## config.mk

```make
export PLATFORM = sky130hd
export DESIGN_NAME = bpj_cfg
export DESIGN_NICKNAME = d
export VERILOG_FILES = /design/src/rtl/bpj_pkg.sv /design/src/rtl/bpj_cfg.sv
export SDC_FILE = /design/constraint.sdc
export NUM_CORES = 1
export LEC_CHECK = 0
export BUFFER_PORTS_ARGS = -buffer_cell sky130_fd_sc_hd__buf_2
export CAP_MARGIN = 20
export CORE_ASPECT_RATIO = 2
export CORE_MARGIN = 2
export CORE_UTILIZATION = 46
export CTS_CLUSTER_DIAMETER = 200
export DETAILED_ROUTE_END_ITERATION = 16
export PLACE_DENSITY = 0.85
export SYNTH_ARGS = -nofsm -noshare
export SYNTH_HDL_FRONTEND = slang
export SYNTH_SLANG_ARGS = --single-unit
```

## constraint.sdc

```tcl
create_clock -name clk -period 0.8 [get_ports clk]
set_clock_uncertainty 0.05 [all_clocks]
set_input_delay 0.12 -clock clk [delete_from_list [all_inputs] [get_ports clk]]
set_output_delay 0.12 -clock clk [all_outputs]
set_load 0.01 [all_outputs]
```

## src/rtl/bpj_pkg.sv

```systemverilog
// Shared types and constants for the depth pixel back-projection block.
// Used by every module under rtl/; depends on nothing.
`default_nettype none

package bpj_pkg;

    // Register index codes on the configuration port
    localparam int CFG_IDX_W = 3;
    localparam logic [CFG_IDX_W-1:0] CFG_INV_DEPTH_SCALE = 3'd0;
    localparam logic [CFG_IDX_W-1:0] CFG_CENTER_X        = 3'd1;
    localparam logic [CFG_IDX_W-1:0] CFG_CENTER_Y        = 3'd2;
    localparam logic [CFG_IDX_W-1:0] CFG_INV_FOCAL_X     = 3'd3;
    localparam logic [CFG_IDX_W-1:0] CFG_INV_FOCAL_Y     = 3'd4;

    localparam int CFG_DATA_W = 24;
    localparam int RECIP_W    = 24;   // Q0.24 reciprocals
    localparam int CENTER_W   = 16;   // Q12.4 principal point
    localparam int PIX_W      = 12;
    localparam int DEPTH_W    = 16;
    localparam int COLOR_W    = 8;
    localparam int MAG_W      = 16;   // |pixel*16 - center|
    localparam int Z_W        = 32;   // Q16.16
    localparam int COORD_W    = 32;   // signed Q16.16
    localparam int MZ_W       = MAG_W + Z_W;
    localparam int HALF_W     = MZ_W / 2;
    localparam int PP_W       = HALF_W + RECIP_W;

    localparam int IN_DATA_W  = 64;
    localparam int OUT_DATA_W = 120;

    // Register reset values
    localparam logic [RECIP_W-1:0]  RST_INV_DEPTH_SCALE = 24'd16777;
    localparam logic [CENTER_W-1:0] RST_CENTER_X        = 16'd5208;
    localparam logic [CENTER_W-1:0] RST_CENTER_Y        = 16'd4056;
    localparam logic [RECIP_W-1:0]  RST_INV_FOCAL_X     = 24'd32388;
    localparam logic [RECIP_W-1:0]  RST_INV_FOCAL_Y     = 24'd32326;

    // Saturation limits
    localparam logic [COORD_W-1:0] COORD_MAX = 32'h7FFF_FFFF;
    localparam logic [COORD_W-1:0] COORD_MIN = 32'h8000_0000;

    typedef struct packed {
        logic [RECIP_W-1:0]  inv_depth_scale;
        logic [CENTER_W-1:0] center_x;
        logic [CENTER_W-1:0] center_y;
        logic [RECIP_W-1:0]  inv_focal_x;
        logic [RECIP_W-1:0]  inv_focal_y;
    } cfg_t;

    // Load enables of the pipeline stages behind stage 1
    typedef struct packed {
        logic en2;
        logic en3;
        logic en4;
    } stage_en_t;

    typedef struct packed {
        logic [COLOR_W-1:0] red;
        logic [COLOR_W-1:0] green;
        logic [COLOR_W-1:0] blue;
    } color_t;

endpackage

`default_nettype wire

```

## src/rtl/bpj_cfg.sv

```systemverilog
// Configuration register file of the back-projection block.
// Depends on bpj_pkg.
`default_nettype none

module bpj_cfg
    import bpj_pkg::*;
(
    input  wire logic                  clk,
    input  wire logic                  rst_n,
    input  wire logic                  cfg_wr_en,
    input  wire logic [CFG_IDX_W-1:0]  cfg_index,
    input  wire logic [CFG_DATA_W-1:0] cfg_data,
    output cfg_t                       cfg
);

    cfg_t cfg_reg;
    cfg_t cfg_next;

    // Decode one write; unknown indexes are dropped
    always_comb
    begin
        cfg_next = cfg_reg;
        if (cfg_wr_en)
        begin
            case (cfg_index)
                CFG_INV_DEPTH_SCALE: cfg_next.inv_depth_scale = cfg_data[RECIP_W-1:0];
                CFG_CENTER_X:        cfg_next.center_x        = cfg_data[CENTER_W-1:0];
                CFG_CENTER_Y:        cfg_next.center_y        = cfg_data[CENTER_W-1:0];
                CFG_INV_FOCAL_X:     cfg_next.inv_focal_x     = cfg_data[RECIP_W-1:0];
                CFG_INV_FOCAL_Y:     cfg_next.inv_focal_y     = cfg_data[RECIP_W-1:0];
                default:             cfg_next = cfg_reg;
            endcase
        end
    end

    always_ff @(posedge clk or negedge rst_n)
    begin
        if (!rst_n)
        begin
            cfg_reg.inv_depth_scale <= RST_INV_DEPTH_SCALE;
            cfg_reg.center_x        <= RST_CENTER_X;
            cfg_reg.center_y        <= RST_CENTER_Y;
            cfg_reg.inv_focal_x     <= RST_INV_FOCAL_X;
            cfg_reg.inv_focal_y     <= RST_INV_FOCAL_Y;
        end
        else
        begin
            cfg_reg <= cfg_next;
        end
    end

    assign cfg = cfg_reg;

endmodule

`default_nettype wire

```

; Word-level counts from Yosys, hierarchy flattened
; Cells that the tools add are included.
[totals]
in_bits = 30
output_inout_bits = 104
regBits = 104
wordCells = 15
[op_classes]
reduce_logical = 6
eq_ne = 4
[op_table]
columns = op, n
row1 = $reduce_and A2 Y1, 5
row2 = $eq A3 B2 Y1 const B, 2
row3 = $eq A3 B1 Y1 const B, 1
row4 = $eq A3 B3 Y1 const B, 1
row5 = $logic_not A3 Y1, 1

; Depth between registers and ports, before layout
[depth]
word_depth = 2
ltp_mapped = 4
depth_no_buf = 2

; Worst setup path before layout
; No wires, ideal clock.
[synth_path]
path_type = input -> register
from = input port cfg_index[0]
to = register cfg_reg, in the netlist cfg[100]
setup_time_ns = 0.125
required_ns = 0.625
setup_slack_ns = -0.441
arrival_ns = 1.066
cell_stages = 3
path_buffers = 1
path_cell_list = nor4b_4 -> buf_6 -> mux2_4
[synth_via]
elab_chain_len = 2
[synth_lines]
columns = item, line_no
row1 = "start, declared", bpj_cfg.sv:11  ; input wire logic [CFG_IDX_W-1:0] cfg_index,
row2 = $logic_not A3 Y1, bpj_cfg.sv:25  ; case (cfg_index)
row3 = $reduce_and A2 Y1 (no source line), --
row4 = "end signal, assigned", bpj_cfg.sv:48  ; cfg_reg <= cfg_next;
row5 = "end, declared", bpj_cfg.sv:16  ; cfg_t cfg_reg;
; No other way between the ends.
; A chain may end at the register's enable or synchronous reset.

; Final worst setup path
[layout_path]
from = register cfg_reg, in the netlist cfg[58]
to = output port cfg[58] (netlist name)
[layout_rtl]
columns = item, line_no
row1 = "end, declared", bpj_cfg.sv:13  ; output cfg_t cfg
; No word-level cell between the ends.

==> flow_summary_export.csv <==
group,metric,value,unit
outcome,violations,"negative hold slack, negative setup slack",
synth,synth_compound_area_frac,0,
worst_setup_path,r2r_cells,2,
clock_tree,clock_latency,340,ps
pwr,p_int,0.0136,W
synth,ys_seq_area_frac,0.631,
clock_tree,cts_buffer_depth,2,
clock_tree,cts_root_buf,"clkbuf_16",
routing,wl_per_cell,21.9,um
worst_setup_path,slowest_delay,550,ps
worst_setup_path,worstPathRequired,630,ps
routing,first_pass_iters,4,
routing,vias,2761,
routing,drc_errors,0,
floorplanning,die_x,71.5,um
finish,largest_reg_flops,104,
floorplanning,die_h,139,um
synth,syn_area,4190,um2
timing,hold_ws,-16.0,ps
place,dpl.hpwl,6.67,mm
clock_tree,clk_pin_slew_worst_paths,70,ps
floorplanning,start_util,0.468,
clock_tree,numCtsBuffers,9,
outcome,outcome,"complete, but fails checks",
worst_setup_path,slowest_stage,"dfstp_2",
pwr,combPwrFrac,0.311,
finish,mostFrequentLayoutCells,"mux2_4, buf_2, dfrtp_1",
synth,synth-xor-area-share,0,
finish,utilization,0.733,
pwr,powerDensity,2810,nW/um2
clock_tree,cts_num_sinks,104,
pwr,p_leak,3.18,nW
floorplanning,io_pins,134,
timing,finalCriticalPeriod,1180,ps
synth,synth_top_family_by_area,"multiplexers",
worst_setup_path,endpoint_kind,"output pin",
timing,setup_viol,208,
worst_setup_path,worstSetupPathType,"reg -> out",
synth,synth_area_per_cell,18.7,um2
routing,vias_per_cell,5.11,
floorplanning,rows,49,
grt,grt_pass1_vias,3148,
synth,syn-instance-count,224,
grt,grt_max_degree,42,
worst_setup_path,cpLargestDelayFamily,"flip-flops",
finish,nets,463,
pwr,switching_share,0.262,
timing,relSlewSlack,0.845,
synth,ys_warn_count,0,
worst_setup_path,cp.depth,1,
routing,postRouteAntennaNets,0,
clock_tree,htree_num_levels,3,
place,numPortBuffers,133,
pwr,p_sw,0.00484,W
grt,grt_pass1_wl,18.0,mm
floorplanning,core,8950,um2
finish,n_antenna_cell,0,
timing,fin_crit_sh,1.47,
synth,synth-adder-area-share,0,
min_path,whs_path_depth,2,
clock_tree,cts_tree,"built",
timing,fmax,0.851,GHz
synth,synthMuxAreaShare,0.324,
finish,final_layout_size_suffix_gt1_frac,0.840,
timing,worst_pin_slew,232,ps
synth,synth_simple_gate_area_frac,0.0182,
place,gp_congestion,0.779,
timing,rsz0062_at_grt,"yes",
pwr,vdd_drop_max,2210,uV
synth,ys_types,10,
timing,setup_tns,-44950,ps
finish,layout_commonest_cell,"mux2_4",
worst_setup_path,critPathArrivalTime,1010,ps
worst_setup_path,crit_chain,"buf_6",
timing,finalHoldViolCount,14,
min_path,min_path_type,"in -> reg",
grt,antenna_found_initial,0,
grt,met2_usage,0.450,
floorplanning,die_area,9940,um2
finish,areaGrowthSynthToFinish,56.5,%
grt,grt_use_met1,0.267,
routing,drt_iter0_markers,89,
clock_tree,hold_buffers,1,
grt,overflow,0,
grt,globalRoute.busiestLayer,"met2",
worst_setup_path,crit_fanout,2,
timing,worst_slack,-375,ps
grt,track_usage,0.244,
timing,maxSlewViolCount,0,
synth,synth_seq_cells,104,
worst_setup_path,cp-start-kind,"flip-flop",
run,maxCapViolCount,0,
pwr,total_power,0.0184,W
routing,routed_wl,11.8,mm
grt,met3_usage,0.0480,
worst_setup_path,path_buf_inv,1,
pwr,clock_power_share,0.278,
synth,syn-num-nets,254,
pwr,p_seq_frac,0.410,
## final timing paths
check                            to  slack (ps)          from
max reg2reg                 cfg[53]        -190       cfg[53]
max in group asynchronous   cfg[56]          60         rst_n
min in group asynchronous    cfg[8]         130         rst_n
min                        cfg[100]         -20  cfg_data[20]
min reg2reg                 cfg[41]         450       cfg[41]
max                         cfg[58]        -380       cfg[58]
## kinds of logic after synthesis
logic type	count (synthesis)
simple gates	5
flops	104
buf+inv	11
mux	104
## area by class of cell
class	instances	area [um2]
repair buffers	209	1860
clock inverters	6	115
flip-flops and latches	104	2650
fillers	508	2390
clock buffers	10	239
multi-input cells	109	1580
well taps	102	128
## power groups by stage
stage / Clock (W) / Combinational, W / Sequential [W]
6_report: 0.00513 / 0.00574 / 0.00757
5_1_grt: 0.00536 / 0.00606 / 0.00769
4_1_cts: 0.00512 / 0.00532 / 0.00745
3_5_place_dp: 0 / 0.00391 / 0.00743
3_3_place_gp: 0 / 0.00380 / 0.00737
2_1_floorplan: 0 / 0.00158 / 0.00794
## cells in the mapped netlist
library cell | number | area, um2
and4bb_1 | 1 | 12.5
and4bb_2 | 2 | 25.0
buf_2 | 2 | 10.0
buf_6 | 9 | 101
dfrtp_1 | 69 | 1730
dfstp_2 | 35 | 920
mux2_2 | 54 | 608
mux2_4 | 50 | 751
nand4b_2 | 1 | 15.0
nor4b_4 | 1 | 23.8
## what timing repair did
item                                    CTS  global route
cloned                                    6             0
endpoints found under the setup margin  206           208
pin swaps                                 4             1
gates resized for setup                  85            22
setup buffers                            44            14
endpoints found under the hold margin    96            14
## through the flow
step                      hold slack, ps  setup WS, ps  instance area, um2  cells
after detailed placement           -80.9          -593                5170    463
after global placement             -80.9          -540                5170    463
after floorplan                     -226          -441                4300    224
final                              -16.0          -375                6560    540
after global routing               -14.0          -397                6560    540
after CTS                          -19.8          -374                6400    530
## layer usage
| metal | share of wire | up-vias |
|---|---|---|
| met1 | 0.35 | 1418 |
| met5 | 0 | - |
| li1 | - | 1210 |
| met4 | 0.029 | 0 |
| met2 | 0.57 | 109 |
| met3 | 0.048 | 24 |
Power figures use the tool's default switching activity.
