[src/rtl/bpj_pkg.sv]
// Shared types and constants for the depth pixel back-projection block.
// Used by every module under rtl/; depends on nothing.
`default_nettype none

package bpj_pkg;

    // Register index codes on the configuration port
    localparam int CFG_IDX_W = 3;
    localparam logic [CFG_IDX_W-1:0] CFG_INV_DEPTH_SCALE = 3'd0;
    localparam logic [CFG_IDX_W-1:0] CFG_CENTER_X        = 3'd1;
    localparam logic [CFG_IDX_W-1:0] CFG_CENTER_Y        = 3'd2;
    localparam logic [CFG_IDX_W-1:0] CFG_INV_FOCAL_X     = 3'd3;
    localparam logic [CFG_IDX_W-1:0] CFG_INV_FOCAL_Y     = 3'd4;

    localparam int CFG_DATA_W = 24;
    localparam int RECIP_W    = 24;   // Q0.24 reciprocals
    localparam int CENTER_W   = 16;   // Q12.4 principal point
    localparam int PIX_W      = 12;
    localparam int DEPTH_W    = 16;
    localparam int COLOR_W    = 8;
    localparam int MAG_W      = 16;   // |pixel*16 - center|
    localparam int Z_W        = 32;   // Q16.16
    localparam int COORD_W    = 32;   // signed Q16.16
    localparam int MZ_W       = MAG_W + Z_W;
    localparam int HALF_W     = MZ_W / 2;
    localparam int PP_W       = HALF_W + RECIP_W;

    localparam int IN_DATA_W  = 64;
    localparam int OUT_DATA_W = 120;

    // Register reset values
    localparam logic [RECIP_W-1:0]  RST_INV_DEPTH_SCALE = 24'd16777;
    localparam logic [CENTER_W-1:0] RST_CENTER_X        = 16'd5208;
    localparam logic [CENTER_W-1:0] RST_CENTER_Y        = 16'd4056;
    localparam logic [RECIP_W-1:0]  RST_INV_FOCAL_X     = 24'd32388;
    localparam logic [RECIP_W-1:0]  RST_INV_FOCAL_Y     = 24'd32326;

    // Saturation limits
    localparam logic [COORD_W-1:0] COORD_MAX = 32'h7FFF_FFFF;
    localparam logic [COORD_W-1:0] COORD_MIN = 32'h8000_0000;

    typedef struct packed {
        logic [RECIP_W-1:0]  inv_depth_scale;
        logic [CENTER_W-1:0] center_x;
        logic [CENTER_W-1:0] center_y;
        logic [RECIP_W-1:0]  inv_focal_x;
        logic [RECIP_W-1:0]  inv_focal_y;
    } cfg_t;

    // Load enables of the pipeline stages behind stage 1
    typedef struct packed {
        logic en2;
        logic en3;
        logic en4;
    } stage_en_t;

    typedef struct packed {
        logic [COLOR_W-1:0] red;
        logic [COLOR_W-1:0] green;
        logic [COLOR_W-1:0] blue;
    } color_t;

endpackage

`default_nettype wire

[src/rtl/bpj_axis.sv]
// Stages 2 to 4 for one coordinate: offset times z, times the reciprocal
// focal length in two halves, then shift, sign and saturate. Depends on bpj_pkg.
`default_nettype none

module bpj_axis
    import bpj_pkg::*;
(
    input  wire logic               clk,
    input  wire stage_en_t          en,
    input  wire logic [MAG_W-1:0]   mag_s1,
    input  wire logic               neg_s1,
    input  wire logic [Z_W-1:0]     z_s1,
    input  wire logic [RECIP_W-1:0] inv_f,
    output logic [COORD_W-1:0]      coord
);

    logic [MZ_W-1:0]    mz_reg;
    logic               neg_s2_reg;
    logic [PP_W-1:0]    phi_reg;
    logic [PP_W-1:0]    plo_reg;
    logic               neg_s3_reg;
    logic [COORD_W-1:0] coord_reg;

    logic [PP_W:0]       sum;
    logic [PP_W-4:0]     mag_q;
    logic [COORD_W-1:0]  coord_next;

    // Stage 2: magnitude times z (16 x 32)
    always_ff @(posedge clk)
    begin
        if (en.en2)
        begin
            mz_reg     <= MZ_W'(mag_s1) * MZ_W'(z_s1);
            neg_s2_reg <= neg_s1;
        end
    end

    // Stage 3: two 24 x 24 partial products
    always_ff @(posedge clk)
    begin
        if (en.en3)
        begin
            phi_reg    <= PP_W'(mz_reg[MZ_W-1:HALF_W]) * PP_W'(inv_f);
            plo_reg    <= PP_W'(mz_reg[HALF_W-1:0]) * PP_W'(inv_f);
            neg_s3_reg <= neg_s2_reg;
        end
    end

    // Stage 4: (phi*2^24 + plo) >> 28; the low 24 bits of plo drop out
    always_comb
    begin
        sum   = {1'b0, phi_reg} + (PP_W+1)'(plo_reg[PP_W-1:HALF_W]);
        mag_q = sum[PP_W:4];
        if (neg_s3_reg)
        begin
            if (mag_q >= (PP_W-3)'(COORD_MIN))
                coord_next = COORD_MIN;
            else
                coord_next = COORD_W'(0) - mag_q[COORD_W-1:0];
        end
        else
        begin
            if (mag_q > (PP_W-3)'(COORD_MAX))
                coord_next = COORD_MAX;
            else
                coord_next = mag_q[COORD_W-1:0];
        end
    end

    always_ff @(posedge clk)
    begin
        if (en.en4)
        begin
            coord_reg <= coord_next;
        end
    end

    assign coord = coord_reg;

endmodule

`default_nettype wire

[config.mk]
export PLATFORM = sky130hd
export DESIGN_NAME = bpj_axis
export DESIGN_NICKNAME = d
export VERILOG_FILES = /design/src/rtl/bpj_pkg.sv /design/src/rtl/bpj_axis.sv
export SDC_FILE = /design/constraint.sdc
export NUM_CORES = 2
export LEC_CHECK = 0
export BUFFER_PORTS_ARGS = -buffer_cell sky130_fd_sc_hd__buf_2
export CAP_MARGIN = 20
export CORE_MARGIN = 10
export CORE_UTILIZATION = 36
export DETAILED_ROUTE_END_ITERATION = 16
export PLACE_DENSITY_LB_ADDON = 0.12
export SLEW_MARGIN = 20
export SYNTH_ARGS = -nofsm -noshare
export SYNTH_HDL_FRONTEND = slang
export SYNTH_SLANG_ARGS = --single-unit
[constraint.sdc]
create_clock -name clk -period 14.8 [get_ports clk]
set_clock_uncertainty 0.05 [all_clocks]
set_input_delay 2.96 -clock clk [delete_from_list [all_inputs] [get_ports clk]]
set_output_delay 2.96 -clock clk [all_outputs]
set_load 0.02 [all_outputs]
==> Word level (Yosys, flattened, before mapping) <==
Cells that the tools add are included.
{ "classes": {"add_sub_neg": 2, "multipliers": 3, "magnitude_cmp": 2, "n_mux": 3} }
{ "ops": {"columns": ["operator", "count"], "rows": [
  ["24-bit by 24-bit multiplier with 48-bit output", 2],
  ["32-bit two-way mux", 3],
  ["48-bit by 24-bit adder with 49-bit output", 1],
  ["16-bit by 32-bit multiplier with 48-bit output", 1],
  ["45-bit by 32-bit greater-or-equal comparator with 1-bit output, second input constant", 1],
  ["45-bit by 31-bit greater-than comparator with 1-bit output, second input constant", 1],
  ["1-bit by 32-bit subtractor with 32-bit output, first input constant", 1]
]} }
{ "totals": {"ff_bits": 178, "in_bits": 77, "out_inout_bits": 32, "elab_cells": 16} }

==> Logic depth before layout (Yosys ltp) <==
{ "depth": {"word_depth": 4, "ltp_mapped": 29, "depth_no_buf": 27} }

==> Worst setup path before layout <==
OpenSTA, ideal clock, no wires.
{ "synth_path": {"kind": "input to register", "start": "input inv_f[9]", "end": "register plo_reg[41] (data pin)", "setup_ns": 0.258, "arrival_time_ns": 9.626, "t_required_ns": 14.492, "setup_slack_ns": 4.867, "stages": 27, "path_buffers": 2, "cell_sequence": "clkbuf_1 clkbuf_1 nand2_1 fa_1 inv_1 fa_1 inv_1 fa_1 inv_1 fa_1 fa_1 fa_1 inv_1 fa_1 inv_1 ha_1 a21oi_1 o21ai_0 a221o_1 or3_1 o21ba_2 a21oi_1 nor2b_1 a21o_1 a21o_1 a21oi_1 xnor2_1"} }
{ "synth_via": {"elab_chain_len": 1} }
{ "synth_rtl": {"columns": ["item", "line_no", "rtl"], "rows": [
  ["from (decl)", "bpj_axis.sv:13", "input wire logic [RECIP_W-1:0] inv_f,"],
  ["24-bit by 24-bit multiplier with 48-bit output", "bpj_axis.sv:44", "plo_reg <= PP_W'(mz_reg[HALF_W-1:0]) * PP_W'(inv_f);"],
  ["to (signal assigned)", "bpj_axis.sv:44", null],
  ["to (decl)", "bpj_axis.sv:20", "logic [PP_W-1:0] plo_reg;"]
]} }
No other way between the ends.
A chain may end at the register's enable or synchronous reset.

==> Worst setup path after layout <==
{ "layout_path": {"start": "input inv_f[5]", "end": "register phi_reg[46] (data pin)"} }
{ "layout_via": {"elab_chain_len": 1} }
{ "layout_rtl": {"columns": ["item", "line_no", "rtl"], "rows": [
  ["24-bit by 24-bit multiplier with 48-bit output", "bpj_axis.sv:43", "phi_reg <= PP_W'(mz_reg[MZ_W-1:HALF_W]) * PP_W'(inv_f);"],
  ["to (signal assigned)", "bpj_axis.sv:43", null],
  ["to (decl)", "bpj_axis.sv:19", "logic [PP_W-1:0] phi_reg;"]
]} }
No other way between the ends.

==> results_dict.tcl <==
set metrics [dict create \
    slew_violations 0 \
    drive_gt1_share_pct 3.84 \
    period_minus_slack_ns 10.87 \
    avgSynthCellArea_um2 9.08 \
    timing.final.ws_setup_ns 3.93 \
    nNetsFinal 8478 \
    port_buffers 108 \
    yosysSeqAreaShare_pct 7.65 \
    vias_per_cell 4.94 \
    synthArstFlopShare_pct 0 \
    die_w_um 430 \
    worstMarginPinSlew_ns 1.13 \
    hold_path.class "register to register" \
    fmax_mhz 92.0 \
    fp-row-count 150 \
    clk_latency_ns 0.53 \
    rsz0062_at_grt "no" \
    start_util_pct 36.2 \
    clkTransAtPathRegs_ns 0.08 \
    synth_top_area_share_pct 45.7 \
    ctsHoldBuffers 0 \
    dr_total_vias 43300 \
    netlist_area_mm2 0.0605 \
    fill_cells 17200 \
    antenna_found_initial 5 \
    setup-tns-final_ns 0 \
    yosysMostFrequentCell "inv_1" \
    ioPinCount 109 \
    ys_ff_latch 154 \
    relSlewSlack_pct 24.8 \
    postRouteAntennaNets 0 \
    synth-main-ff-cell "edfxtp_1" \
    grt_pass1_wl_um 280000 \
    htree_levels 4 \
    syn-num-nets 8603 \
    synth_area_leaders "fa_1 (46%), ha_1 (10%), inv_1 (9.6%)" \
    cp-start-kind "input port" \
    pre_cts_slack_ns 3.39 \
    cts_sinks 154 \
    hold_viol_final 0 \
    worstPathRequired_ns 15.03 \
    grt-ovfl-total 0 \
    die-height_um 430 \
    cts_resized 0 \
    synth_warnings 0 \
    wl_um 176000 \
    cp_max_fo 25 \
    reg2reg_from "mz_reg[46]" \
    setup_violations 0 \
    cts_root_buf "clkbuf_16" \
    outcome "complete, no violations" \
    post-cts-setup-buffers 0 \
    core_area_mm2 0.167 \
    clockBufferDepth 2 \
    grt.total_usage_pct 19.3 \
    dp_hpwl_um 135000 \
    cp-startpoint "inv_f[5]" \
    drt_iter0_drc 2353 \
    crit_path_end_kind "register" \
    drc_errors 0 \
    wire_per_inst_um 20.1 \
    numCtsBuffers 17 \
    grt_max_degree 74 \
    first_pass_iters 6 \
    fin_crit_sh_pct 73.5 \
    path_class "input port to register" \
    synth_cell_types 82 \
    synth_edf_count 154 \
    syn2layout_area_growth_pct 5.43 \
    cts_tree "built" \
    yosys.area.top_type "fa_1" \
    synthTopCellsByCount "inv_1 (1548), fa_1 (1381), nand2_1 (1026), and2_1 (740), ha_1 (489)" \
    grt_pass1_vias 47400 \
    dieArea_mm2 0.185 \
    worst_ep_arrival_time_ns 11.10 \
    max_cap_viol_count 0 \
    hp-start "neg_s2_reg" \
    syn_inst 6656 \
    gp_congestion 0.840 \
]
==> cell usage in the layout, fill, tap and decap left out, drive strengths merged, types with 7 or more instances in the layout <==
| cell | synthesis | routed |
|---|---|---|
| a211oi | 17 | 17 |
| a21boi | 7 | 7 |
| a21o | 93 | 93 |
| a21oi | 143 | 143 |
| a221oi | 20 | 20 |
| a31oi | 10 | 10 |
| and2 | 741 | 741 |
| and3 | 44 | 44 |
| buf | 13 | 185 |
| clkbuf | 316 | 17 |
| clkinv | 1 | 8 |
| edfxtp | 154 | 154 |
| fa | 1381 | 1381 |
| ha | 489 | 489 |
| inv | 1548 | 1555 |
| nand2 | 1026 | 1026 |
| nand2b | 14 | 14 |
| nand3 | 55 | 55 |
| nand4 | 26 | 26 |
| nor2 | 99 | 99 |
| nor2b | 16 | 16 |
| nor3 | 34 | 34 |
| nor3b | 8 | 8 |
| nor4 | 13 | 13 |
| o211ai | 14 | 14 |
| o21a | 25 | 25 |
| o21ai | 85 | 85 |
| o21bai | 17 | 17 |
| or2 | 8 | 8 |
| or3 | 7 | 7 |
| xnor2 | 95 | 95 |
| xor2 | 38 | 38 |
==> cells by family after synthesis <==
family	share of synthesized area [%]
buffers and inverters	11.7
flip-flops	7.65
adder cells (fa/ha/maj)	55.8
multiplexers	0.0993
AND/OR/NAND/NOR	17.2
XOR/XNOR	1.93
AO/OA/AOI/OAI	5.60
==> worst paths after layout <==
| kind | end | slack (ns) | cells past startpoint |
|---|---|---|---|
| min | neg_s3_reg | 0.51 | 0 |
| max | phi_reg[46] | 3.93 | 27 |
| max reg2reg | phi_reg[46] | 6.21 | 24 |
| min reg2reg | neg_s3_reg | 0.51 | 0 |
==> layout make-up <==
cell class / count / area [µm²] / area share [%]
antenna: 4 / 10.0 / 0.0157
tap: 2204 / 2760 / 4.33
clock buffer: 17 / 425 / 0.667
clock inverter: 15 / 215 / 0.338
timing repair buffer: 185 / 1120 / 1.76
inverter: 1549 / 5810 / 9.12
sequential: 154 / 4620 / 7.26
multi-input combinational: 4624 / 48800 / 76.5
==> metrics by stage <==
stage	utilization, %	hold WS [ns]	cell area, µm²	std cells
2_1_floorplan	-	0.350	60500	6656
3_3_place_gp	37.8	0.509	63100	8716
3_5_place_dp	37.8	0.513	63100	8716
4_1_cts	38.2	0.536	63700	8748
5_1_grt	38.2	0.558	63700	8750
6_report	38.2	0.507	63700	8752
==> metal layers <==
| metal | GRT usage [%] | up-vias | part of all wire [%] |
|---|---|---|---|
| met4 | 4.18 | 0 | 1.9 |
| met1 | 27.0 | 22700 | 46 |
| met3 | 1.58 | 137 | 3.6 |
| li1 | - | 19500 | - |
| met2 | 32.5 | 875 | 48 |
| met5 | 0 | - | 0 |
==> critical path, stage by stage <==
cell,delay [ns]
buf_2,0.55
buf_4,0.47
nand2_1,0.12
fa_1,0.50
inv_1,0.05
fa_1,0.49
inv_1,0.07
fa_1,0.45
fa_1,0.55
inv_1,0.05
fa_1,0.47
fa_1,0.52
inv_1,0.05
fa_1,0.47
inv_1,0.04
ha_1,0.38
o21a_1,0.13
o21ai_0,0.10
a21oi_1,0.16
o21ai_0,0.23
a211oi_1,0.63
nor2_1,0.20
o31ai_1,0.53
a22oi_1,0.25
a31o_2,0.29
o21ai_0,0.24
xor2_1,0.09
Power is left out: the tool's default activity adds up to more than one toggle a clock period on the data nets, which glitch-free logic cannot reach.
