--- src/rtl/bpj_pkg.sv ---
// Shared types and constants for the depth pixel back-projection block.
// Used by every module under rtl/; depends on nothing.
`default_nettype none

package bpj_pkg;

    // Register index codes on the configuration port
    localparam int CFG_IDX_W = 3;
    localparam logic [CFG_IDX_W-1:0] CFG_INV_DEPTH_SCALE = 3'd0;
    localparam logic [CFG_IDX_W-1:0] CFG_CENTER_X        = 3'd1;
    localparam logic [CFG_IDX_W-1:0] CFG_CENTER_Y        = 3'd2;
    localparam logic [CFG_IDX_W-1:0] CFG_INV_FOCAL_X     = 3'd3;
    localparam logic [CFG_IDX_W-1:0] CFG_INV_FOCAL_Y     = 3'd4;

    localparam int CFG_DATA_W = 24;
    localparam int RECIP_W    = 24;   // Q0.24 reciprocals
    localparam int CENTER_W   = 16;   // Q12.4 principal point
    localparam int PIX_W      = 12;
    localparam int DEPTH_W    = 16;
    localparam int COLOR_W    = 8;
    localparam int MAG_W      = 16;   // |pixel*16 - center|
    localparam int Z_W        = 32;   // Q16.16
    localparam int COORD_W    = 32;   // signed Q16.16
    localparam int MZ_W       = MAG_W + Z_W;
    localparam int HALF_W     = MZ_W / 2;
    localparam int PP_W       = HALF_W + RECIP_W;

    localparam int IN_DATA_W  = 64;
    localparam int OUT_DATA_W = 120;

    // Register reset values
    localparam logic [RECIP_W-1:0]  RST_INV_DEPTH_SCALE = 24'd16777;
    localparam logic [CENTER_W-1:0] RST_CENTER_X        = 16'd5208;
    localparam logic [CENTER_W-1:0] RST_CENTER_Y        = 16'd4056;
    localparam logic [RECIP_W-1:0]  RST_INV_FOCAL_X     = 24'd32388;
    localparam logic [RECIP_W-1:0]  RST_INV_FOCAL_Y     = 24'd32326;

    // Saturation limits
    localparam logic [COORD_W-1:0] COORD_MAX = 32'h7FFF_FFFF;
    localparam logic [COORD_W-1:0] COORD_MIN = 32'h8000_0000;

    typedef struct packed {
        logic [RECIP_W-1:0]  inv_depth_scale;
        logic [CENTER_W-1:0] center_x;
        logic [CENTER_W-1:0] center_y;
        logic [RECIP_W-1:0]  inv_focal_x;
        logic [RECIP_W-1:0]  inv_focal_y;
    } cfg_t;

    // Load enables of the pipeline stages behind stage 1
    typedef struct packed {
        logic en2;
        logic en3;
        logic en4;
    } stage_en_t;

    typedef struct packed {
        logic [COLOR_W-1:0] red;
        logic [COLOR_W-1:0] green;
        logic [COLOR_W-1:0] blue;
    } color_t;

endpackage

`default_nettype wire

--- src/rtl/bpj_front.sv ---
// Stage 1 of the pipeline: depth scaling to z and pixel offsets from the
// principal point. Depends on bpj_pkg.
`default_nettype none

module bpj_front
    import bpj_pkg::*;
(
    input  wire logic               clk,
    input  wire logic               en1,
    input  wire logic [PIX_W-1:0]   pixel_row,
    input  wire logic [PIX_W-1:0]   pixel_column,
    input  wire logic [DEPTH_W-1:0] depth_raw,
    input  wire cfg_t               cfg,
    output logic [Z_W-1:0]          z_s1,
    output logic [MAG_W-1:0]        mag_x_s1,
    output logic                    neg_x_s1,
    output logic [MAG_W-1:0]        mag_y_s1,
    output logic                    neg_y_s1
);

    logic [DEPTH_W+RECIP_W-1:0] zprod;
    logic [MAG_W-1:0]           pos_x;
    logic [MAG_W-1:0]           pos_y;
    logic                       neg_x_next;
    logic                       neg_y_next;
    logic [MAG_W-1:0]           mag_x_next;
    logic [MAG_W-1:0]           mag_y_next;

    logic [Z_W-1:0]   z_reg;
    logic [MAG_W-1:0] mag_x_reg;
    logic [MAG_W-1:0] mag_y_reg;
    logic             neg_x_reg;
    logic             neg_y_reg;

    // z = depth * scale, Q16.24 truncated to Q16.16
    assign zprod = (DEPTH_W+RECIP_W)'(depth_raw) * (DEPTH_W+RECIP_W)'(cfg.inv_depth_scale);

    // Signed Q12.4 offsets as sign and magnitude
    always_comb
    begin
        pos_x      = {pixel_column, 4'b0000};
        pos_y      = {pixel_row, 4'b0000};
        neg_x_next = pos_x < cfg.center_x;
        neg_y_next = pos_y < cfg.center_y;
        mag_x_next = neg_x_next ? (cfg.center_x - pos_x) : (pos_x - cfg.center_x);
        mag_y_next = neg_y_next ? (cfg.center_y - pos_y) : (pos_y - cfg.center_y);
    end

    always_ff @(posedge clk)
    begin
        if (en1)
        begin
            z_reg     <= zprod[DEPTH_W+RECIP_W-1:8];
            mag_x_reg <= mag_x_next;
            mag_y_reg <= mag_y_next;
            neg_x_reg <= neg_x_next;
            neg_y_reg <= neg_y_next;
        end
    end

    assign z_s1     = z_reg;
    assign mag_x_s1 = mag_x_reg;
    assign neg_x_s1 = neg_x_reg;
    assign mag_y_s1 = mag_y_reg;
    assign neg_y_s1 = neg_y_reg;

endmodule

`default_nettype wire

--- config.mk ---
export PLATFORM = sky130hd
export DESIGN_NAME = bpj_front
export DESIGN_NICKNAME = d
export VERILOG_FILES = /design/src/rtl/bpj_pkg.sv /design/src/rtl/bpj_front.sv
export SDC_FILE = /design/constraint.sdc
export NUM_CORES = 1
export LEC_CHECK = 0
export BUFFER_PORTS_ARGS = -buffer_cell sky130_fd_sc_hd__buf_2
export CORE_ASPECT_RATIO = 0.6
export CORE_UTILIZATION = 65
export DETAILED_ROUTE_END_ITERATION = 12
export GPL_TIMING_DRIVEN = 0
export PLACE_DENSITY = 0.94
export SLEW_MARGIN = 10
export SYNTH_ARGS = -nofsm -noshare
export SYNTH_HDL_FRONTEND = slang
export SYNTH_SLANG_ARGS = --single-unit
--- constraint.sdc ---
create_clock -name clk -period 11.9 [get_ports clk]
set_clock_uncertainty 0.1 [all_clocks]
set_input_delay 0.595 -clock clk [delete_from_list [all_inputs] [get_ports clk]]
set_output_delay 0.595 -clock clk [all_outputs]
set_load 0.005 [all_outputs]
After elaboration in Yosys (flattened, before gate mapping)
Index checks and enable logic that the tools add are counted.

word-level totals
  flip-flop bits (word level) = 66
  bits in latches = 0
  bits in writable memories = 0
  ROM bits = 0
  bits of input ports = 146
  logic and storage cells = 14
  memories = 0

operators by class
  add/sub/neg operators = 4
  multiply operators = 1
  divide/modulo/power cells = 0
  order comparisons = 2
  eq/ne operators = 0
  shift-type cells = 0
  muxes and demuxes = 2
  bitwise gates (word level) = 0
  reduce and logical (&&, ||, !) cells = 0

operators with widths
  cell                                            count
  16-bit subtractor                               4
  16-bit by 24-bit multiplier with 40-bit output  1
  16-bit less-than comparator                     2
  16-bit two-way mux                              2

Longest topological paths before layout
Gate-level depths: netlist (run 1).

  word-level depth = 2
  depth in mapped cells = 24

Worst setup path after synthesis (run 1)
No wires, ideal clock.

  kind = input to register
  start point = input depth_raw[1]
  end point = register z_reg[20] (netlist: z_s1[20]) (data pin)
  library setup time = 260 ps
  arrival time = 5,996 ps
  required time = 11,540 ps
  setup slack = 5,544 ps
  cell stages on the path = 23
  path through = clkbuf_1 > nand2_1 > fa_1 > inv_1 > fa_1 > inv_1 > fa_1 > inv_1 > fa_1 > fa_1 > inv_1 > fa_1 > inv_1 > ha_1 > a21oi_1 > a211oi_1 > nor3_1 > o21ai_0 > a21oi_1 > nor2_1 > o31ai_1 > nand2_1 > xor2_1

between the ends
  cells in the longest elaborated chain, start to end = 1

ends and longest elaborated chain
  element                                         line             text
  start: declaration                              bpj_front.sv:12  input wire logic [DEPTH_W-1:0] depth_raw,
  16-bit by 24-bit multiplier with 40-bit output  bpj_front.sv:36  assign zprod = (DEPTH_W+RECIP_W)'(depth_raw) * (DEPTH_W+RECIP_W)'(cfg.inv_depth_scale);
  named net zprod[28]                             bpj_front.sv:21  logic [DEPTH_W+RECIP_W-1:0] zprod;
  end signal: assignment                          bpj_front.sv:53  z_reg <= zprod[DEPTH_W+RECIP_W-1:8];
  end: declaration                                bpj_front.sv:29  logic [Z_W-1:0] z_reg;

The timed path passes the listed nets, and every way through them passes these cells.
A chain may end at the register's enable or synchronous reset.

Worst setup path in the final report (run 1)
  start point = input depth_raw[7]
  end point = register z_reg[28] (netlist: z_s1[28]) (data pin)

Same word-level chain as after synthesis.

==> results of run 1 <==
-- state kept, by name, summed over array words and instances, names as in the netlist --
signal / count
z_s1: 32
neg_y_s1: 1
mag_x_s1: 16
neg_x_s1: 1
mag_y_s1: 16
-- critical path, cell delays in order --
cell and delay, ns:
buf_2 0.25, clkbuf_1 0.65, nand2_1 0.19, fa_1 0.58
inv_1 0.06, fa_1 0.50, inv_1 0.05, fa_1 0.53
inv_1 0.05, fa_1 0.46, fa_1 0.50, inv_1 0.05
fa_1 0.47, inv_1 0.05, ha_1 0.35, and3_1 0.25
nand3_1 0.16, nor3_1 0.65, a21oi_1 0.27, nor2_1 0.34
o31ai_1 0.16, a211o_1 0.33, a22o_1 0.18
-- cell usage in the layout (no fill, tap or decap), drive strengths merged, types with 3 or more instances in the layout --
master / instances
a2111oi: 3
a211o: 4
a211oi: 7
a21o: 25
a21oi: 59
a31oi: 7
and2: 159
and3: 4
buf: 168
bufinv: 4
clkbuf: 81
clkinv: 3
edfxtp: 66
fa: 307
ha: 155
inv: 409
nand2: 269
nand2b: 8
nand3: 17
nand4: 8
nor2: 46
nor2b: 10
nor3: 19
nor4: 3
o211ai: 4
o21a: 7
o21ai: 46
o21bai: 8
o31ai: 5
o41ai: 3
or3: 5
xnor2: 38
xor2: 20
-- cell type report --
type / count / area [um2]
Inverter: 409 / 1540
Antenna cell: 1 / 2.50
Tap cell: 322 / 403
Clock inverter: 7 / 141
Buffer: 77 / 302
Clock buffer: 9 / 225
Fill cell: 1760 / 6470
Multi-Input combinational cell: 1277 / 12600
Timing Repair Buffer: 163 / 818
Sequential cell: 66 / 1980
-- path summary, 6_finish.rpt --
kind	startpoint	to	slack [ns]
worst max-delay path	depth_raw[7]	z_s1[28]	4.20
worst min-delay path	cfg[64]	mag_x_s1[0]	0.38
-- routing by layer --
metal | share of wire, % | vias up
li1 | - | 5921
met1 | 39 | 6797
met2 | 45 | 869
met3 | 13 | 176
met4 | 3.9 | 0
met5 | 0 | -
-- logic make-up after synthesis --
group	count (synthesis)	synth area share [%]
simple gates	557	16.3
buf+inv	486	11.2
fa+ha+maj	462	49.4
compound gates	197	7.72
flops	66	12.1
xor+xnor	58	3.10
mux	3	0.191
-- metrics by stage --
step	hold WS [ns]	util [%]	instances	instance area [um2]
6_report	0.383	73.5	2331	18000
5_1_grt	0.377	73.5	2330	18000
4_1_cts	0.379	73.5	2330	18000
3_5_place_dp	0.726	72.0	2314	17600
3_3_place_gp	0.724	72.0	2314	17600
2_1_floorplan	0.594	-	1829	16400
==> results.ini, run 1 <==
[drt]
antenna_left = 0
wire_per_inst_um = 20.1
vias = 13800
via_per_inst = 5.90
firstDrtPassIters = 10
drt_wl_total_um = 46900
drc = 6
drt_iter0_drc = 1394

[global_routing]
grt_pass1_vias = 14000
grt-ovfl-total = 0
grt_first_pass_wirelength_um = 73400
grtUsageMet2_pct = 56.2
busiest_layer = met2
grt_usage_pct = 37.4
use_met1_pct = 52.0
met3_usage_pct = 11.3
grt_max_degree = 67
antenna_found_initial = 0

[synth]
synth_top_area_share_pct = 37.5
syn_nets = 2437
synth_common_cells = inv_1, fa_1, nand2_1
syn-cell-area_um2 = 16400
synth_area_leaders = fa_1, edfxtp_1, ha_1
synth_ff_type = edfxtp_1
synth_cell_type_count = 58
async_flop_share_pct = 0
synth_area_per_cell_um2 = 8.96
synthCells = 1829
yosys.cell_count.top_type = inv_1
yosys_warnings = 0
synth-seq-cells = 66
yosysSeqAreaShare_pct = 12.1
yosys.area.top_type = fa_1
synth_edf_count = 66

[sta]
fmax_ghz = 0.130
rsz0062_at_grt = false
layout_setup_ws_ns = 4.20
relSlewSlack_pct = 38.9
finalSetupTns_ns = 0
fin_crit_sh_pct = 64.7
finalHoldViolCount = 0
fin_crit_ns = 7.70
finalSetupViolCount = 0
worstMarginPinSlew_ns = 0.917
drv_slew = 0

[cts]
cts_max_level = 3
post_cts_buffers = 0
hold_buffers = 0
cts_tree = yes
clock-sinks = 66
numCtsBuffers = 9
clockRootBuffer = clkbuf_16
ctsLongestPathBuffers = 2
cts.repair.resized = 0
clkTransAtPathRegs_ns = 0.06

[status]
status = finished with violations
violations = design-rule violations

[worst_setup_path]
crit_type = in2reg
critical_path_arrival_ns = 7.69
worstPathMaxFanout = 10
cp.required_ns = 11.89
endpoint_kind = flip-flop
start_kind = input port

[floorplan]
die_x_um = 207
start_util_pct = 67.0
core_area_um2 = 24400
ios = 212
die_height_um = 125
rows = 44
die_area_um2 = 25900

[placed_design]
dp_hpwl_um = 38500
place_congestion = 1.01
port_buffers = 163
pre_cts_ws_ns = 4.20

[worst_hold_path]
hold_class = in2reg
worstHoldPathCells = 1

[finish]
final_nets = 2611
drive_above_1_share_pct = 9.66
area_growth_pct = 9.71

[run]
maxCapViolCount = 0

Power of run 1 is not shown: default switching activity piles up to over one toggle a cycle in this logic, so the estimate is an artifact.
==> run 2: changes to the inputs <==
- CORE_UTILIZATION: 65 -> 55
- PLACE_DENSITY: 0.94 -> 0.85
- clock period: 11.9 -> 6.3 ns (I/O delays scaled with it)
==> run 2 against run 1 <==
The run now ends clean. Sequential share of layout area shrank 0.30 points. Global-route usage shrank 5.9 points. Utilization decreased by 9.8 points. Worst hold slack worse by 0.28 ns. Worst setup slack got worse by 4.1 ns. Flip-flop and latch count unchanged. Count of clock-buffer cells in the layout rose by 2. Critical path type unchanged.
==> results.ini, run 2 (same netlist as run 1, synthesis figures left out) <==
[status]
status = finished clean

[cts]
cts_tree = yes
numCtsBuffers = 9
clockRootBuffer = clkbuf_16
cts_max_level = 3
clkTransAtPathRegs_ns = 0.06
hold_buffers = 0
clock-sinks = 66
ctsLongestPathBuffers = 2

[global_routing]
grt_first_pass_wirelength_um = 72700
grt_pass1_vias = 13600
grt-ovfl-total = 0
grt_usage_pct = 31.5
grt_max_degree = 56
antenna_found_initial = 1

[worst_setup_path]
cp_top_family = adder cells
cp_common_cell = fa_1
start_kind = input port
crit_start = depth_raw[10]
endpoint_kind = flip-flop
cp_cell_sequence = buf_2 -> clkbuf_4 -> nand2_1 -> fa_1 -> inv_1 -> fa_1 -> fa_1 -> fa_1 -> fa_1 -> inv_1 -> fa_1 -> inv_1 -> ha_1 -> and3_2 -> nand2_1 -> nor2_1 -> o2bb2ai_1 -> a21o_1 -> a21oi_4 -> o21a_2 -> o21ai_0 -> xor2_1
crit_path_end = z_s1[30]
worstPathBufferInverterCount = 5
crit_type = in2reg
critPathMaxStageDelay_ns = 0.59
worstPathMaxFanout = 10
critical_path_arrival_ns = 6.18
worst-path-stages = 22
cp.required_ns = 6.28
critPathSlowestCell = fa_1

[floorplan]
die_area_um2 = 30500
core_area_um2 = 29000
ios = 212
die_height_um = 136
rows = 48
start_util_pct = 56.5
die_x_um = 225

[drt]
drc = 0
via_per_inst = 5.53
drt_iter0_drc = 1189
wire_per_inst_um = 19.1
antenna_left = 0
drt_wl_total_um = 45900
vias = 13300
firstDrtPassIters = 6

[sta]
relSlewSlack_pct = 57.0
layout_setup_ws_ns = 0.101
fin_crit_sh_pct = 98.4
drv_slew = 0
fin_crit_ns = 6.20
finalSetupTns_ns = 0
worstMarginPinSlew_ns = 0.636
finalSetupViolCount = 0
finalHoldViolCount = 0
fmax_ghz = 0.161
rsz0062_at_grt = true

[placed_design]
port_buffers = 163
dp_hpwl_um = 38500
pre_cts_ws_ns = -1.18
place_area_um2 = 17700
place_congestion = 0.986

[run]
maxCapViolCount = 0

[finish]
fin_area_um2 = 18500
final_cell_mix = inv_1, fa_1, nand2_1, buf_2, and2_1
diodes = 0
drive_above_1_share_pct = 13.5
area_growth_pct = 12.8
largest_reg_flops = 32
final_nets = 2603
final_core_util_pct = 63.7
layout_commonest_cell = inv_1

[worst_hold_path]
worstHoldPathCells = 1
hold_class = in2reg

-- run 2: cell count changes in the layout (fill, tap and decap cells not counted), sizes merged --
cell,before,now
bufinv,4,3
buf,168,186
clkbuf,81,57
diode,1,0
clkinvlp,0,1
clkinv,3,1
-- run 2: worst min-delay path by stage --
stage | startpoint | slack, ns | to
after floorplan | cfg[64] | 0.31 | mag_x_s1[0]
after global placement | cfg[48] | 0.44 | mag_y_s1[0]
after detailed placement | cfg[64] | 0.44 | mag_x_s1[0]
after CTS | cfg[64] | 0.08 | mag_x_s1[0]
after global routing | cfg[64] | 0.09 | mag_x_s1[0]
final | cfg[64] | 0.10 | mag_x_s1[0]
-- run 2: final cells by class --
type                    instances  area (um2)
inverters                     409        1540
plain buffers                  64         492
flip-flops and latches         66        1980
repair buffers                168         893
fillers                      2391       10500
clock buffers                  11         233
multi-input cells            1277       12700
clock inverters                 5         103
well taps                     400         500
-- run 2: repair_timing --
item | CTS | global route
endpoints found under the setup margin | 19 | 12
gates resized for setup | 96 | 72
pin swaps | 1 | 3
setup buffers | 1 | 3
-- run 2: metal layers --
metal | wire length (um) | GRT usage (%)
met3 | 5520 | 9.91
met1 | 18900 | 43.7
met4 | 1260 | 9.26
met2 | 20100 | 47.5
met5 | 18 | 0
-- run 2: through the flow --
step	hold slack (ns)	std cells
2_1_floorplan	0.314	1829
3_3_place_gp	0.437	2392
3_5_place_dp	0.444	2393
4_1_cts	0.0846	2402
5_1_grt	0.0884	2400
6_report	0.104	2400
Power of run 2 is left out for the same reason.
==> run 3: changes to the inputs <==
- ABC_AREA: unset -> 1
- CORE_UTILIZATION: 55 -> 56
- PLACE_DENSITY: 0.85 -> 0.86
==> run 3 against run 2 <==
Utilization is 0.47 points lower. Wire length grew 15%. Fmax down 1.0%. Design area grew 4.1%. Worst hold slack worse by 0.035 ns. Final cell count grew 19%. Worst setup slack got worse by 0.066 ns. Critical path depth did not move. Non-clock buffer count rose by 9. Synthesized cell count up 26%. First-iteration DRC count rose by 42%. Critical endpoint is now z_s1[20].
==> results.ini, run 3 <==
[status]
status = finished clean

[worst_setup_path]
crit_start = depth_raw[14]
cp_common_cell = fa_1
critPathSlowestCell = clkbuf_1
start_kind = input port
endpoint_kind = flip-flop
cp.required_ns = 6.33
worstPathBufferInverterCount = 6
critPathMaxStageDelay_ns = 0.65
worstPathMaxFanout = 10
cp_top_family = adder cells
crit_type = in2reg
cp_cell_sequence = buf_2 -> clkbuf_1 -> nand2_1 -> fa_1 -> fa_1 -> inv_1 -> fa_1 -> fa_1 -> fa_1 -> inv_1 -> fa_1 -> inv_1 -> ha_1 -> nand2_1 -> nor2_2 -> nand2_1 -> clkinv_1 -> nand4_1 -> nand3_1 -> nand2_1 -> nand2_1 -> xor2_1
critical_path_arrival_ns = 6.30

[synth]
synth_cell_type_count = 40
synth_edf_count = 66
synth_top_area_share_pct = 34.9
yosys.area.top_type = fa_1
synth-seq-cells = 66
yosysSeqAreaShare_pct = 11.3
syn-cell-area_um2 = 17600
synth_ff_type = edfxtp_1
synth_area_leaders = fa_1, nand2_1, inv_1
async_flop_share_pct = 0
yosys.cell_count.top_type = nand2_1
synthCells = 2297
yosys_warnings = 0
syn_nets = 2905
synth_common_cells = nand2_1, inv_1, fa_1
synth_area_per_cell_um2 = 7.66

[sta]
holdWs_ns = 0.0685
fmax_ghz = 0.160
finalSetupViolCount = 0
fin_crit_sh_pct = 99.4
rsz0062_at_grt = true
finalHoldViolCount = 0
drv_slew = 0
fin_crit_ns = 6.26
worstMarginPinSlew_ns = 0.821
relSlewSlack_pct = 45.3

[placed_design]
port_buffers = 141
place_area_um2 = 18800
place_congestion = 1.03
dp_cells = 2847
dp_hpwl_um = 45100

[drt]
antenna_left = 0
drt_iter0_drc = 1693
via_per_inst = 5.39
firstDrtPassIters = 6
vias = 15400
drc = 0
drt_wl_total_um = 52900
wire_per_inst_um = 18.5

[cts]
ctsLongestPathBuffers = 2
cts_max_level = 3
post_cts_buffers = 0
numCtsBuffers = 9
clkTransAtPathRegs_ns = 0.05
clockRootBuffer = clkbuf_16
cts_tree = yes
clock-sinks = 66
hold_buffers = 0

[finish]
final_cells = 2862
drive_above_1_share_pct = 10.8
diodes = 0
fin_area_um2 = 19200
largest_reg_flops = 32
area_growth_pct = 9.22
fill_cells = 2694
final_cell_mix = nand2_1, inv_1, fa_1, buf_2, ha_1
final_core_util_pct = 63.2
final_nets = 3058
layout_commonest_cell = nand2_1

[floorplan]
rows = 49
start_util_pct = 57.9
ios = 212
die_area_um2 = 32200
die_height_um = 139
core_area_um2 = 30400
die_x_um = 231

[global_routing]
grt_max_degree = 64
grt-ovfl-total = 0
antenna_found_initial = 0
grt_pass1_vias = 16000
grt_usage_pct = 34.6
grt_first_pass_wirelength_um = 84700

[worst_hold_path]
hp-start = cfg[64]
hold_class = in2reg

[run]
maxCapViolCount = 0

run 3: cell count changes after synthesis, sizes merged, moves of 12 or more:
cell and change:
inv +226, xnor2 -23, xor2 +36, nand2 +381, buf +12, and2 -159
nor2 +24, a21oi +27, nand3 +22, a21o -14
run 3: cells by family (layout without fill, tap and decap cells):
logic type / count (synthesis) / after routing / share of synthesized area [%]
buf+inv: 735 / 892 / 15.9
simple gates: 783 / 783 / 17.4
fa+ha+maj: 462 / 462 / 45.9
compound gates: 180 / 180 / 5.90
xor+xnor: 71 / 71 / 3.53
flops: 66 / 66 / 11.3
run 3: layout make-up:
cell class	count	area [um2]	area share (%)
plain buffers	99	513	2.67
inverters	636	2390	12.4
flip-flops and latches	66	1980	10.3
repair buffers	142	736	3.83
well taps	408	510	2.66
multi-input cells	1496	12800	66.7
clock buffers	11	233	1.21
clock inverters	4	43.8	0.228
run 3: timing repair:
item	4_1_cts	5_1_grt
endpoints found under the setup margin	7	21
resized for setup	8	130
endpoints found under the hold margin	0	0
run 3: through the flow:
stage	setup TNS, ns	worst slack (ns)
5_1_grt	-0.0767	-0.0763
2_1_floorplan	0	0.686
3_5_place_dp	-5.64	-0.450
4_1_cts	0	0.00439
6_report	0	0.0353
3_3_place_gp	-6.16	-0.452
run 3: final timing paths:
kind                           to  slack, ns  depth (start not counted)
worst min-delay path  mag_x_s1[0]       0.07                          1
worst max-delay path     z_s1[20]       0.04                         22
run 3: per-layer routing:
metal | vias to the layer above | global-route usage (%) | wire, um
li1 | 6982 | - | -
met1 | 7376 | 48.5 | 22000
met2 | 936 | 48.8 | 21300
met3 | 118 | 14.6 | 8050
met4 | 2 | 9.48 | 1390
met5 | - | 0 | 95
Power of run 3 is left out for the same reason.
